**src/hdl/assert_macros.svh**
```systemverilog
// ---------------------------------------------------------------------------
// Assertion macros shared by the RTL
// Clocked on clk, disabled while arst_n is low.
// ---------------------------------------------------------------------------
`ifndef ASSERT_MACROS_SVH
`define ASSERT_MACROS_SVH

// same-cycle implication
`define ASSERT_NOW(lbl, ante, cons, msg) \
	lbl: assert property (@(posedge clk) disable iff (!arst_n) (ante) |-> (cons)) \
		else $error(msg);

// next-cycle implication
`define ASSERT_NEXT(lbl, ante, cons, msg) \
	lbl: assert property (@(posedge clk) disable iff (!arst_n) (ante) |=> (cons)) \
		else $error(msg);

`endif

```
**src/hdl/ilist_pkg.sv**
```systemverilog
// ---------------------------------------------------------------------------
// ilist_pkg
// Types and codes of the indexed list block.
// ---------------------------------------------------------------------------
package ilist_pkg;

	localparam int unsigned CAPACITY_DEF = 32;

	localparam logic [1:0] MODE_INSERT = 2'd0;
	localparam logic [1:0] MODE_DELETE = 2'd1;
	localparam logic [1:0] MODE_LOOKUP = 2'd2;

	localparam logic [1:0] STATUS_OK    = 2'd0;
	localparam logic [1:0] STATUS_FULL  = 2'd1;
	localparam logic [1:0] STATUS_RANGE = 2'd2;

	typedef struct packed {
		logic [1:0]         mode;
		logic signed [31:0] value;
		logic [5:0]         position;
	} ilist_in_t;

	typedef struct packed {
		logic [1:0]         status;
		logic [5:0]         length;
		logic               found;
		logic [4:0]         first_index;
		logic [5:0]         match_count;
		logic signed [31:0] min_value;
		logic signed [31:0] max_value;
		logic               empty_res;
	} ilist_out_t;

	// search and range statistics of one scan
	typedef struct packed {
		logic               found;
		logic [4:0]         first_index;
		logic [5:0]         match_count;
		logic signed [31:0] min_value;
		logic signed [31:0] max_value;
	} ilist_stats_t;

endpackage

```
**src/hdl/ilist_mem.sv**
```systemverilog
// ---------------------------------------------------------------------------
// ilist_mem
// Entry store: one write port, one read port, registered read data.
// ---------------------------------------------------------------------------
module ilist_mem #(
	parameter int unsigned DEPTH = ilist_pkg::CAPACITY_DEF,
	parameter int unsigned AW    = $clog2(DEPTH)
) (
	input  logic          clk,
	input  logic          we,
	input  logic [AW-1:0] waddr,
	input  logic [31:0]   wdata,
	input  logic          re,
	input  logic [AW-1:0] raddr,
	output logic [31:0]   rdata
);

	logic [31:0] mem [DEPTH];

	always_ff @(posedge clk) begin
		if (we) begin
			mem[waddr] <= wdata;
		end
	end

	always_ff @(posedge clk) begin
		if (re) begin
			rdata <= mem[raddr];
		end
	end

endmodule

```
**src/hdl/ilist_scan.sv**
```systemverilog
// ---------------------------------------------------------------------------
// ilist_scan
// Accumulates match, first position, count, minimum and maximum over the
// entries streamed out of the store, one entry per cycle.
// ---------------------------------------------------------------------------
module ilist_scan #(
	parameter int unsigned CAPACITY = ilist_pkg::CAPACITY_DEF,
	parameter int unsigned AW       = $clog2(CAPACITY),
	parameter int unsigned LW       = $clog2(CAPACITY + 1)
) (
	input  logic                  clk,
	input  logic                  arst_n,
	input  logic                  clear,
	input  logic signed [31:0]    key,
	input  logic                  valid,
	input  logic [AW-1:0]         idx,
	input  logic signed [31:0]    data,
	output ilist_pkg::ilist_stats_t stats
);

	logic               found_q;
	logic               seen_q;
	logic [AW-1:0]      first_q;
	logic [LW-1:0]      count_q;
	logic signed [31:0] min_q;
	logic signed [31:0] max_q;
	logic               hit;

	assign hit = (data == key);

	always_ff @(posedge clk or negedge arst_n) begin
		if (!arst_n) begin
			found_q <= 1'b0;
			seen_q  <= 1'b0;
			first_q <= '0;
			count_q <= '0;
			min_q   <= '0;
			max_q   <= '0;
		end else if (clear) begin
			found_q <= 1'b0;
			seen_q  <= 1'b0;
			first_q <= '0;
			count_q <= '0;
			min_q   <= '0;
			max_q   <= '0;
		end else if (valid) begin
			seen_q <= 1'b1;
			if (hit) begin
				found_q <= 1'b1;
				count_q <= count_q + LW'(1);
				if (!found_q) begin
					first_q <= idx;
				end
			end
			// first entry seeds both extremes
			if (!seen_q || data < min_q) begin
				min_q <= data;
			end
			if (!seen_q || data > max_q) begin
				max_q <= data;
			end
		end
	end

	always_comb begin
		stats.found       = found_q;
		stats.first_index = 5'(first_q);
		stats.match_count = 6'(count_q);
		stats.min_value   = min_q;
		stats.max_value   = max_q;
	end

endmodule

```
**src/hdl/indexed_list_insert_delete_search.sv**
```systemverilog
// ---------------------------------------------------------------------------
// indexed_list_insert_delete_search
// Ordered list of signed 32-bit entries with insert, delete and lookup.
// ---------------------------------------------------------------------------
// A word is taken when start is high and busy is low. Busy then stays high
// until the result is computed. The result shows on result for exactly one
// cycle with done high, in the first cycle with busy low, and the receiver
// cannot stall it. A new word may be taken in that same cycle. The list lives
// in one single-port-read, single-port-write memory, and every access goes
// through it one entry per cycle. An insert or delete first moves the entries
// behind the position, one per cycle, with read and write overlapped. An insert
// then writes the new value. Every word then scans the whole list to get the
// match, count, minimum and maximum. No clearing pass is needed after reset.
`include "assert_macros.svh"

module indexed_list_insert_delete_search #(
	parameter int unsigned CAPACITY = ilist_pkg::CAPACITY_DEF
) (
	input  logic                  clk,
	input  logic                  arst_n,
	input  logic                  start,
	output logic                  busy,
	input  ilist_pkg::ilist_in_t  item,
	output logic                  done,
	output ilist_pkg::ilist_out_t result
);

	localparam int unsigned AW = $clog2(CAPACITY);
	localparam int unsigned LW = $clog2(CAPACITY + 1);
	localparam int unsigned CW = (LW > 6) ? LW : 6;

	localparam logic [2:0] ST_IDLE  = 3'd0;
	localparam logic [2:0] ST_SHIFT = 3'd1;
	localparam logic [2:0] ST_PUT   = 3'd2;
	localparam logic [2:0] ST_SCAN  = 3'd3;
	localparam logic [2:0] ST_DONE  = 3'd4;

	logic [2:0]         state_q;
	logic [LW-1:0]      len_q;
	logic [LW-1:0]      cnt_q;
	logic [AW-1:0]      rd_ptr_q;
	logic               shift_down_q;
	logic               put_q;
	logic [1:0]         status_q;
	logic signed [31:0] value_q;
	logic [5:0]         pos_q;

	logic               wr_v_s1;
	logic [AW-1:0]      wr_a_s1;
	logic               scan_v_s1;
	logic [AW-1:0]      scan_idx_s1;

	logic               accept;
	logic [CW-1:0]      len_ext;
	logic [CW-1:0]      pos_ext;
	logic               full;
	logic               rd_en;
	logic               mem_we;
	logic [AW-1:0]      mem_waddr;
	logic [31:0]        mem_wdata;
	logic [31:0]        mem_rdata;
	logic               cnt_live;
	logic [1:0]         acc_status;
	logic               acc_ins;
	logic               acc_del;

	ilist_pkg::ilist_stats_t stats;
	ilist_pkg::ilist_out_t   result_q;
	logic                    done_q;

	assign busy     = (state_q != ST_IDLE);
	assign accept   = start && !busy;
	assign len_ext  = CW'(len_q);
	assign pos_ext  = CW'(item.position);
	assign full     = (len_q == LW'(CAPACITY));
	assign cnt_live = (cnt_q != '0);
	assign rd_en    = (state_q inside {ST_SHIFT, ST_SCAN}) && cnt_live;

	// classify the incoming word: status and whether entries move
	always_comb begin
		acc_status = ilist_pkg::STATUS_OK;
		acc_ins    = 1'b0;
		acc_del    = 1'b0;
		case (item.mode)
			ilist_pkg::MODE_INSERT: begin
				if (full) begin
					acc_status = ilist_pkg::STATUS_FULL;
				end else if (pos_ext > len_ext) begin
					acc_status = ilist_pkg::STATUS_RANGE;
				end else begin
					acc_ins = 1'b1;
				end
			end
			ilist_pkg::MODE_DELETE: begin
				if (pos_ext >= len_ext) begin
					acc_status = ilist_pkg::STATUS_RANGE;
				end else begin
					acc_del = 1'b1;
				end
			end
			default: begin
			end
		endcase
	end

	// the new value goes in after the move; the move's writes trail its reads
	assign mem_we    = wr_v_s1 || (state_q == ST_PUT);
	assign mem_waddr = (state_q == ST_PUT) ? AW'(pos_q) : wr_a_s1;
	assign mem_wdata = (state_q == ST_PUT) ? value_q : mem_rdata;

	ilist_mem #(
		.DEPTH(CAPACITY),
		.AW   (AW)
	) u_mem (
		.clk  (clk),
		.we   (mem_we),
		.waddr(mem_waddr),
		.wdata(mem_wdata),
		.re   (rd_en),
		.raddr(rd_ptr_q),
		.rdata(mem_rdata)
	);

	ilist_scan #(
		.CAPACITY(CAPACITY),
		.AW      (AW),
		.LW      (LW)
	) u_scan (
		.clk   (clk),
		.arst_n(arst_n),
		.clear (accept),
		.key   (value_q),
		.valid (scan_v_s1),
		.idx   (scan_idx_s1),
		.data  (mem_rdata),
		.stats (stats)
	);

	always_ff @(posedge clk or negedge arst_n) begin
		if (!arst_n) begin
			state_q      <= ST_IDLE;
			len_q        <= '0;
			cnt_q        <= '0;
			rd_ptr_q     <= '0;
			shift_down_q <= 1'b0;
			put_q        <= 1'b0;
			status_q     <= ilist_pkg::STATUS_OK;
			wr_v_s1      <= 1'b0;
			scan_v_s1    <= 1'b0;
			done_q       <= 1'b0;
		end else begin
			wr_v_s1   <= (state_q == ST_SHIFT) && cnt_live;
			scan_v_s1 <= (state_q == ST_SCAN) && cnt_live;
			done_q    <= (state_q == ST_DONE);
			case (state_q)
				ST_IDLE: begin
					if (accept) begin
						status_q     <= acc_status;
						put_q        <= acc_ins;
						shift_down_q <= acc_ins;
						if (acc_ins) begin
							len_q    <= len_q + LW'(1);
							cnt_q    <= LW'(len_ext - pos_ext);
							rd_ptr_q <= AW'(len_q - LW'(1));
							state_q  <= ST_SHIFT;
						end else if (acc_del) begin
							len_q    <= len_q - LW'(1);
							cnt_q    <= LW'(len_ext - pos_ext - CW'(1));
							rd_ptr_q <= AW'(pos_ext + CW'(1));
							state_q  <= ST_SHIFT;
						end else begin
							cnt_q    <= len_q;
							rd_ptr_q <= '0;
							state_q  <= ST_SCAN;
						end
					end
				end
				ST_SHIFT: begin
					if (cnt_live) begin
						cnt_q    <= cnt_q - LW'(1);
						rd_ptr_q <= shift_down_q ? rd_ptr_q - AW'(1) : rd_ptr_q + AW'(1);
					end else if (put_q) begin
						state_q <= ST_PUT;
					end else begin
						cnt_q    <= len_q;
						rd_ptr_q <= '0;
						state_q  <= ST_SCAN;
					end
				end
				ST_PUT: begin
					cnt_q    <= len_q;
					rd_ptr_q <= '0;
					state_q  <= ST_SCAN;
				end
				ST_SCAN: begin
					if (cnt_live) begin
						cnt_q    <= cnt_q - LW'(1);
						rd_ptr_q <= rd_ptr_q + AW'(1);
					end else begin
						// last entry lands in the accumulators at this edge
						state_q <= ST_DONE;
					end
				end
				ST_DONE: begin
					state_q <= ST_IDLE;
				end
				default: begin
					state_q <= ST_IDLE;
				end
			endcase
		end
	end

	// payload registers
	always_ff @(posedge clk) begin
		if (accept) begin
			value_q <= item.value;
			pos_q   <= item.position;
		end
		wr_a_s1     <= shift_down_q ? rd_ptr_q + AW'(1) : rd_ptr_q - AW'(1);
		scan_idx_s1 <= rd_ptr_q;
		if (state_q == ST_DONE) begin
			result_q.status      <= status_q;
			result_q.length      <= 6'(len_q);
			result_q.found       <= stats.found;
			result_q.first_index <= stats.first_index;
			result_q.match_count <= stats.match_count;
			result_q.min_value   <= stats.min_value;
			result_q.max_value   <= stats.max_value;
			result_q.empty_res   <= (len_q == '0);
		end
	end

	assign done   = done_q;
	assign result = result_q;

	`ASSERT_NEXT(a_accept_busy, accept, busy, "busy not raised after accepted word")
	`ASSERT_NEXT(a_single_done, done, !done, "more than one result for a word")
	`ASSERT_NOW(a_put_no_clash, state_q == ST_PUT, !wr_v_s1, "move write collides with insert")
	`ASSERT_NOW(a_write_busy, mem_we, busy, "entry write while idle")

endmodule
```
**config.mk**
```make
export PLATFORM = sky130hd
export DESIGN_NAME = indexed_list_insert_delete_search
export DESIGN_NICKNAME = d
export VERILOG_FILES = /design/src/hdl/ilist_pkg.sv /design/src/hdl/ilist_mem.sv /design/src/hdl/ilist_scan.sv /design/src/hdl/indexed_list_insert_delete_search.sv
export VERILOG_INCLUDE_DIRS = /design/src /design/src/hdl
export SDC_FILE = /design/constraint.sdc
export NUM_CORES = 1
export LEC_CHECK = 0
export BUFFER_PORTS_ARGS = -buffer_cell sky130_fd_sc_hd__buf_2
export CORE_UTILIZATION = 50
export DETAILED_ROUTE_END_ITERATION = 10
export PLACE_DENSITY = 0.67
export REMOVE_ABC_BUFFERS = 1
export SLEW_MARGIN = 10
export SYNTH_ARGS = -nofsm -noshare
export SYNTH_HDL_FRONTEND = slang
export SYNTH_SLANG_ARGS = --single-unit
```
**constraint.sdc**
```tcl
create_clock -name clk -period 3.59 [get_ports clk]
set_input_delay 0.718 -clock clk [delete_from_list [all_inputs] [get_ports clk]]
set_output_delay 0.718 -clock clk [all_outputs]
set_load 0.05 [all_outputs]
```
==> metrics.log, run 1 <==
INFO  metric synth_seq_cells = between 1,000 and 1,500
INFO  metric power_density = 889 mW/mm^2
INFO  metric grt_first_pass_wirelength = just over 200,000 microns
INFO  metric post_route_cells_drive_above_1_share = 20.7%
INFO  metric total_leakage_power = approximately 21 nW
INFO  metric multiInputGateArea = approximately 0.013 sq mm
INFO  metric synth-edff-count = 1,178
INFO  metric global_route.overflow_total = 0
INFO  metric rsz0062_at_grt = no
INFO  metric setup_total_negative_slack = 0 ns
INFO  metric postCtsResizedCells = 0
INFO  metric insertedDiodeCount = 0
INFO  metric postSynth.topFlopCell = sky130_fd_sc_hd__edfxtp_1
INFO  metric wl_per_cell = 29.0 microns
INFO  metric irDropWorstVdd = 0.648 mV
INFO  metric number_of_endpoints_with_negative_hold_slack_in_the_final_report = 0
INFO  metric detailroute.via_count = 29,680
INFO  metric final-max-slew-violation-count = 0
INFO  metric grt_antenna_before_repair = 3
INFO  metric yosysTopAreaCellShare = between 60% and 70%
INFO  metric synth_xor_xnor_area_share = less than 1%
INFO  metric status = finished clean
INFO  metric setup.worst_path.start_class = register
INFO  metric final.min_clock_period = 3.16 ns
INFO  metric drc = 0
INFO  metric worst-setup-path-type = register to register
INFO  metric clkTransAtPathRegs = 0.06 ns
INFO  metric min_period_over_period = 88.0%
INFO  metric fin_hold_ws = 0.0355 ns
INFO  metric synthMuxAreaShare = 12.0%
INFO  metric synth_top_area_cell = sky130_fd_sc_hd__edfxtp_1
INFO  metric cts_buffers = about 130
INFO  metric slew-limit-headroom = roughly an eighth
INFO  metric clockRootBuffer = sky130_fd_sc_hd__clkbuf_16
INFO  metric crit_path_end_kind = register
INFO  metric placeableCoreArea = 0.103 sq mm
INFO  metric area_share_of_and_or_nand_nor_cells_after_synthesis = 4.49%
INFO  metric placement_rows = 118
INFO  metric tightestPinTransition = ~1.3 ns
INFO  metric routed_wl = approximately 140,000 microns
INFO  metric yosys.cell_count.top_type = sky130_fd_sc_hd__edfxtp_1
INFO  metric syn_area_per_cell = 17.1 sq um
INFO  metric area_growth = 14.7%
INFO  metric netlist_top_cells_area = sky130_fd_sc_hd__edfxtp_1 (68%), sky130_fd_sc_hd__mux4_2 (6.9%), sky130_fd_sc_hd__dfrtp_1 (4.9%)
INFO  metric synth-seq-area-share = between 70% and 80%
INFO  metric clock_sinks = 1,291
INFO  metric clock_path_buffers = 3
INFO  metric finalWeightedCongestion = 0.856
INFO  metric worst_r2r_endpoint = u_mem.mem[19][8]
INFO  metric timing.reg2reg.setup_slack = 0.43 ns
INFO  metric yosysUniqueCellTypes = between 70 and 80
INFO  metric first_global_vias = 29,474
INFO  metric main_combinational_cell_family_by_area_after_synthesis = multiplexers
INFO  metric cts_tree = built
INFO  metric ys.warnings.count = 0
INFO  metric crit_arrival = 3.59 ns
INFO  metric nNetsFinal = 3,401
INFO  metric insertion_delay = 0.74 ns
INFO  metric filler_cell_count = 7,687
INFO  metric netlist_area = 0.0522 sq mm
INFO  metric asyncSetResetFlopFracSynth = 7.98%
INFO  metric final.setup_skew = about 0.038 ns
INFO  metric cts_max_level = 4
INFO  metric remaining_antenna_violation_count = 0
INFO  metric synthesized_area_fraction_occupied_by_ao_oa_aoi_and_oai_cells = 5.53%
INFO  metric max_cap_viols = 0
INFO  metric die_y = 325 microns
INFO  metric yosys.area_share.adder = under 10%
INFO  metric post_cts_buffers = 0
INFO  metric number_of_top_level_pins = 130
INFO  metric finalPower = about 53 mW
INFO  metric synth_top_cells_by_count = sky130_fd_sc_hd__edfxtp_1 (1,178), sky130_fd_sc_hd__mux2i_1 (230), sky130_fd_sc_hd__mux4_2 (160)
INFO  metric worst-r2r-cell-count = 6
INFO  metric grt.total_usage = 26.3%
INFO  metric vias_per_cell = 6.23
INFO  metric min_path_type = input pin to asynchronous set/reset pin
INFO  metric pin_count_of_the_biggest_net_entering_global_routing = 85
INFO  metric reg_to_reg_startpoint = state_q[2]
INFO  metric firstDrtPassIters = 6
INFO  metric detailed_place_hpwl = 84,200 microns
INFO  metric floorplan.initialDensity = 50.5%
INFO  metric synthesis.instances = approximately 3,100
INFO  metric io_buffer_count = 129
INFO  metric critical_path_peak_fanout = 29
INFO  metric setup_viol = 0
INFO  metric worstPathRequired = 4.02 ns
INFO  metric hold_buf_cts = 0
INFO  metric die_area = 0.106 sq mm
INFO  metric max_clk_rate = around 320 MHz
INFO  metric drt-initial-drc-count = 3,660
INFO  metric ff_latch_area = between 0.03 and 0.04 sq mm
INFO  metric die_width = approximately 330 microns
-- worst max-delay path, cell delays in order (launching register included) --
cell                      delay (ns)
sky130_fd_sc_hd__dfrtp_1        0.38
sky130_fd_sc_hd__nor3b_2        0.26
sky130_fd_sc_hd__buf_12         0.24
sky130_fd_sc_hd__mux2i_1        0.36
sky130_fd_sc_hd__nand2_1        0.23
sky130_fd_sc_hd__nor2_4         0.99
sky130_fd_sc_hd__buf_4          0.37
-- layer usage --
metal	global-route usage (%)	vias to the layer above	part of all wire (%)
met1	38.0	15331	41
met4	8.83	2	3.2
met5	0	-	0.0094
li1	-	12507	-
met2	40.7	1584	47
met3	4.69	256	8.9
-- worst max path at each step --
stage / start / to / slack (ns)
after CTS: state_q[2] / u_mem.mem[12][19] / 0.45
after global placement: item[0] / len_ext[5] / 0.33
final: state_q[2] / u_mem.mem[19][8] / 0.43
after detailed placement: state_q[2] / u_mem.mem[12][19] / 0.46
after global routing: u_mem.rdata[31] / u_scan.min_q[3] / 0.25
after floorplan: rd_ptr_q[0] / rd_ptr_q[1] / -10.97
-- power breakdown --
part	internal, mW	total (mW)	switching [mW]
registers	20.4	22.3	1.87
logic	6.52	17.4	10.9
clock network	7.72	13.5	5.79
-- cell type report --
| cell class | instances | share of cell area, % |
|---|---|---|
| multi-input combinational | 1504 | 22.2 |
| clock buffer | 172 | 5.94 |
| timing repair buffer | 256 | 3.45 |
| clock inverter | 68 | 1.18 |
| inverter | 93 | 0.587 |
| tap | 1380 | 2.88 |
| sequential | 1291 | 63.7 |
-- through the flow --
step | cell area (sq um) | std cells | worst slack, ns | utilization (%)
2_1_floorplan | 51500 | 2888 | -10.97 | -
3_3_place_gp | 55600 | 4523 | 0.328 | 53.7
3_5_place_dp | 55600 | 4523 | 0.460 | 53.7
4_1_cts | 59900 | 4763 | 0.446 | 57.8
5_1_grt | 59900 | 4764 | 0.249 | 57.9
6_report | 59900 | 4764 | 0.431 | 57.9
-- placed cells by master (no fill, tap or decap), drive strengths merged, types with 15 or more instances in the layout --
master  count
buf       256
dfrtp     103
mux4      160
edfxtp   1178
a21o       31
nor2b      30
xor2       39
nor3       43
nand4      15
clkinv     46
xnor2      18
o221ai     40
o22ai      71
nand3      85
a211oi     35
ha         78
o21ai     110
clkbuf    172
inv       102
o31ai      40
mux2i     230
nand2     125
nor2      148
a21oi      72
mux2       34
-- cell families after synthesis --
logic type / Yosys count
compound gates: 444
simple gates: 500
flops: 1291
mux: 424
xor+xnor: 57
buf+inv: 255
fa+ha+maj: 79
-- registers in the layout, indices dropped and copies added, names as in the netlist --
name	count
len_ext	6
u_mem.rdata	32
u_scan.min_q	32
wr_a_s1	5
u_scan.found_q	1
u_scan.count_q	6
cnt_q	6
scan_idx_s1	5
wr_v_s1	1
u_scan.seen_q	1
result	85
u_scan.first_q	5
put_q	1
pos_q	5
status_q	2
state_q	3
u_scan.max_q	32
value_q	32
rd_ptr_q	5
u_mem.mem	1024
done	1
scan_v_s1	1
(Power assumes the default switching activity.)
==> run 2: changes to the inputs <==
--- a/config.mk
+++ b/config.mk
@@ -7,6 +7,7 @@
 export NUM_CORES = 1
 export LEC_CHECK = 0
 export BUFFER_PORTS_ARGS = -buffer_cell sky130_fd_sc_hd__buf_2
+export CORE_MARGIN = 2
 export CORE_UTILIZATION = 50
 export DETAILED_ROUTE_END_ITERATION = 10
 export PLACE_DENSITY = 0.67
==> metrics.log, run 2 (synthesis results as in run 1) <==
INFO  metric status = finished clean
INFO  metric max_clk_rate = 302 MHz (-4.5%)
INFO  metric cp_cell_sequence = ha_1 -> a21oi_1 -> nand2_1 -> a221oi_1 -> nor3_1 -> o31ai_4 -> buf_4 -> nand3_1 -> o21ai_0
INFO  metric nNetsFinal = 3,423 (+0.65%)
INFO  metric rsz0062_at_grt = no
INFO  metric cts_buffers = 133 (unchanged)
INFO  metric layout_setup_ws = 0.284 ns (-0.147 ns)
INFO  metric pin_count_of_the_biggest_net_entering_global_routing = 108 (+27%)
INFO  metric floorplan.initialDensity = 50.4% (-0.072 points)
INFO  metric firstDrtPassIters = 6 (unchanged)
INFO  metric final-max-slew-violation-count = 0 (unchanged)
INFO  metric cts_max_level = 4 (unchanged)
INFO  metric power_density = 883 mW/mm^2 (-0.62%)
INFO  metric tightestPinTransition = 1.23 ns (-0.0741 ns)
INFO  metric internal_power = 34.9 mW (+0.86%)
INFO  metric layout_commonest_cell = sky130_fd_sc_hd__edfxtp_1
INFO  metric irDropWorstVdd = 0.639 mV (-1.3%)
INFO  metric dp_worst_setup_slack = 0.349 ns (-0.110 ns)
INFO  metric crit_arrival = 3.94 ns (+0.35 ns)
INFO  metric p_sw_share = 34.2% (-0.69 points)
INFO  metric detailroute.via_count = 29,883 (+0.68%)
INFO  metric wl_per_cell = 29.7 microns (+2.6%)
INFO  metric detailed_place_hpwl = 84,200 microns (about the same)
INFO  metric insertion_delay = 0.75 ns (about the same)
INFO  metric final.setup_skew = 0.0316 ns (-0.00650 ns)
INFO  metric fin_hold_ws = 0.0804 ns (+0.0449 ns)
INFO  metric fin_util = 58.0% (+0.16 points)
INFO  metric insertedDiodeCount = 0 (unchanged)
INFO  metric number_of_top_level_pins = 130 (unchanged)
INFO  metric grt_first_pass_wirelength = 204,000 microns (+1.4%)
INFO  metric placeableCoreArea = 0.104 sq mm (+0.14%)
INFO  metric finalPower = 53.1 mW (-0.21%)
INFO  metric setup.worst_path.start_class = register
INFO  metric routed_wl = 142,000 microns (+3.0%)
INFO  metric drc = 0 (unchanged)
INFO  metric post_route_cells_drive_above_1_share = 21.1% (+0.44 points)
INFO  metric global_route.overflow_total = 0 (unchanged)
INFO  metric final.min_clock_period = 3.31 ns (+0.147 ns)
INFO  metric remaining_antenna_violation_count = 0 (unchanged)
INFO  metric cts_tree = built
INFO  metric crit_path_end_kind = register
INFO  metric cp_peak_stage_delay = 0.76 ns (-0.23 ns)
INFO  metric area_growth = 15.1%
INFO  metric drt-initial-drc-count = 3,546 (-3.1%)
INFO  metric number_of_flip_flops_under_the_largest_register_name = 1,024 (unchanged)
INFO  metric clockRootBuffer = sky130_fd_sc_hd__clkbuf_16
INFO  metric die_y = 327 microns (+0.61%)
INFO  metric vias_per_cell = 6.25 (+0.28%)
INFO  metric first_global_vias = 29,376 (-0.33%)
INFO  metric worstPathRequired = 4.22 ns (+0.20 ns)
INFO  metric layout_common_cells = sky130_fd_sc_hd__edfxtp_1 (1,178), sky130_fd_sc_hd__mux2i_1 (230), sky130_fd_sc_hd__mux4_2 (160)
INFO  metric post_dp_cell_area = 0.0558 sq mm (+0.42%)
INFO  metric grt_antenna_before_repair = 5 (+2)
INFO  metric clock_path_buffers = 3 (unchanged)
INFO  metric worst-setup-path-type = register to register
INFO  metric clock_sinks = 1,291 (unchanged)
INFO  metric die_area = 0.107 sq mm (+1.2%)
INFO  metric final_design_area_no_fill = 0.0601 sq mm (+0.41%)
INFO  metric die_width = 327 microns (+0.61%)
INFO  metric finalWeightedCongestion = 0.884 (+3.2%)
INFO  metric postCtsResizedCells = 0 (unchanged)
INFO  metric clkPwrFrac = 25.6% (+0.2 points)
INFO  metric max_cap_viols = 0 (unchanged)
INFO  metric hold_buf_cts = 0 (unchanged)
INFO  metric switching_power = 18.2 mW (-2.2%)
INFO  metric min_path_type = input pin to asynchronous set/reset pin
INFO  metric total_leakage_power = 21.1 nW (+0.63%)
INFO  metric timing.critical_path.slowest_stage_cell = sky130_fd_sc_hd__o31ai_4
INFO  metric combinational_share_of_power = 33.0% (+0.2 points)
INFO  metric clkTransAtPathRegs = 0.06 ns (about the same)
INFO  metric min_period_over_period = 92.1% (+4.1 points)
INFO  metric setup_viol = 0 (unchanged)
INFO  metric placement_rows = 118 (unchanged)
INFO  metric slew-limit-headroom = 17.6% (+4.9 points)
INFO  metric max_flop_register = u_mem.mem
INFO  metric seq_power_share = 41.3% (-0.5 points)
INFO  metric io_buffer_count = 129 (unchanged)
INFO  metric grt.total_usage = 26.6% (+0.27 points)
INFO  metric number_of_endpoints_with_negative_hold_slack_in_the_final_report = 0 (unchanged)
INFO  metric critical_path_peak_fanout = 24 (-17%)
INFO  metric post_cts_buffers = 0 (unchanged)
-- run 2: cell count changes in the layout (fill, tap and decap cells not counted), sizes merged --
cell	change
clkinv	+6
clkbuf	-8
bufinv	+4
buf	+22
inv	-5
-- run 2: through the flow --
step | instances | setup TNS (ns)
after floorplan | 2888 | -5150.69
after global placement | 4546 | 0
after detailed placement | 4546 | 0
after CTS | 4783 | 0
after global routing | 4783 | 0
final | 4783 | 0
-- run 2: path summary, 6_finish.rpt --
| path | cells after the start | startpoint | to | slack, ns |
|---|---|---|---|---|
| worst max-delay path | 9 | u_mem.rdata[10] | u_scan.max_q[8] | 0.28 |
| worst min-delay path | 1 | arst_n | status_q[0] | 0.08 |
| worst max register to register | 9 | u_mem.rdata[10] | u_scan.max_q[8] | 0.28 |
| worst min register to register | 0 | u_scan.min_q[26] | result[59] | 0.45 |
| max in group asynchronous | 2 | arst_n | u_scan.first_q[4] | 2.72 |
| min in group clk | 1 | item[31] | value_q[25] | 0.14 |
-- run 2: area by class of cell --
type                            count  area (sq um)
Clock buffer                      164          3540
Sequential cell                  1291         38200
Clock inverter                     73           756
Multi-Input combinational cell   1504         13300
Inverter                           93           352
Tap cell                         1380          1730
Fill cell                        7716         43500
Timing Repair Buffer              278          2280
-- run 2: critical path: cells and delay by family (launching register included) --
kind	cells	cell delay [ns]
AO/OA/AOI/OAI	4	1.49
adder cells (fa/ha/maj)	1	0.43
buffers and inverters	1	0.36
flip-flops	1	0.60
AND/OR/NAND/NOR	3	0.32
-- run 2: metal layers --
layer | part of all wire (%) | up-vias | GRT usage (%)
met2 | 47 | 1549 | 41.3
li1 | - | 12566 | -
met5 | 0.021 | - | 0
met4 | 4.3 | 6 | 11.7
met1 | 40 | 15473 | 37.0
met3 | 9.0 | 289 | 5.07
-- run 2: power by group through the flow --
stage | Combinational, mW | Clock (mW) | Sequential, mW
after floorplan | 9.48 | 0 | 22.0
after global placement | 17.0 | 0 | 22.1
after detailed placement | 17.4 | 0 | 22.2
after CTS | 17.5 | 13.8 | 21.9
after global routing | 19.0 | 14.4 | 22.1
final | 17.6 | 13.6 | 21.9
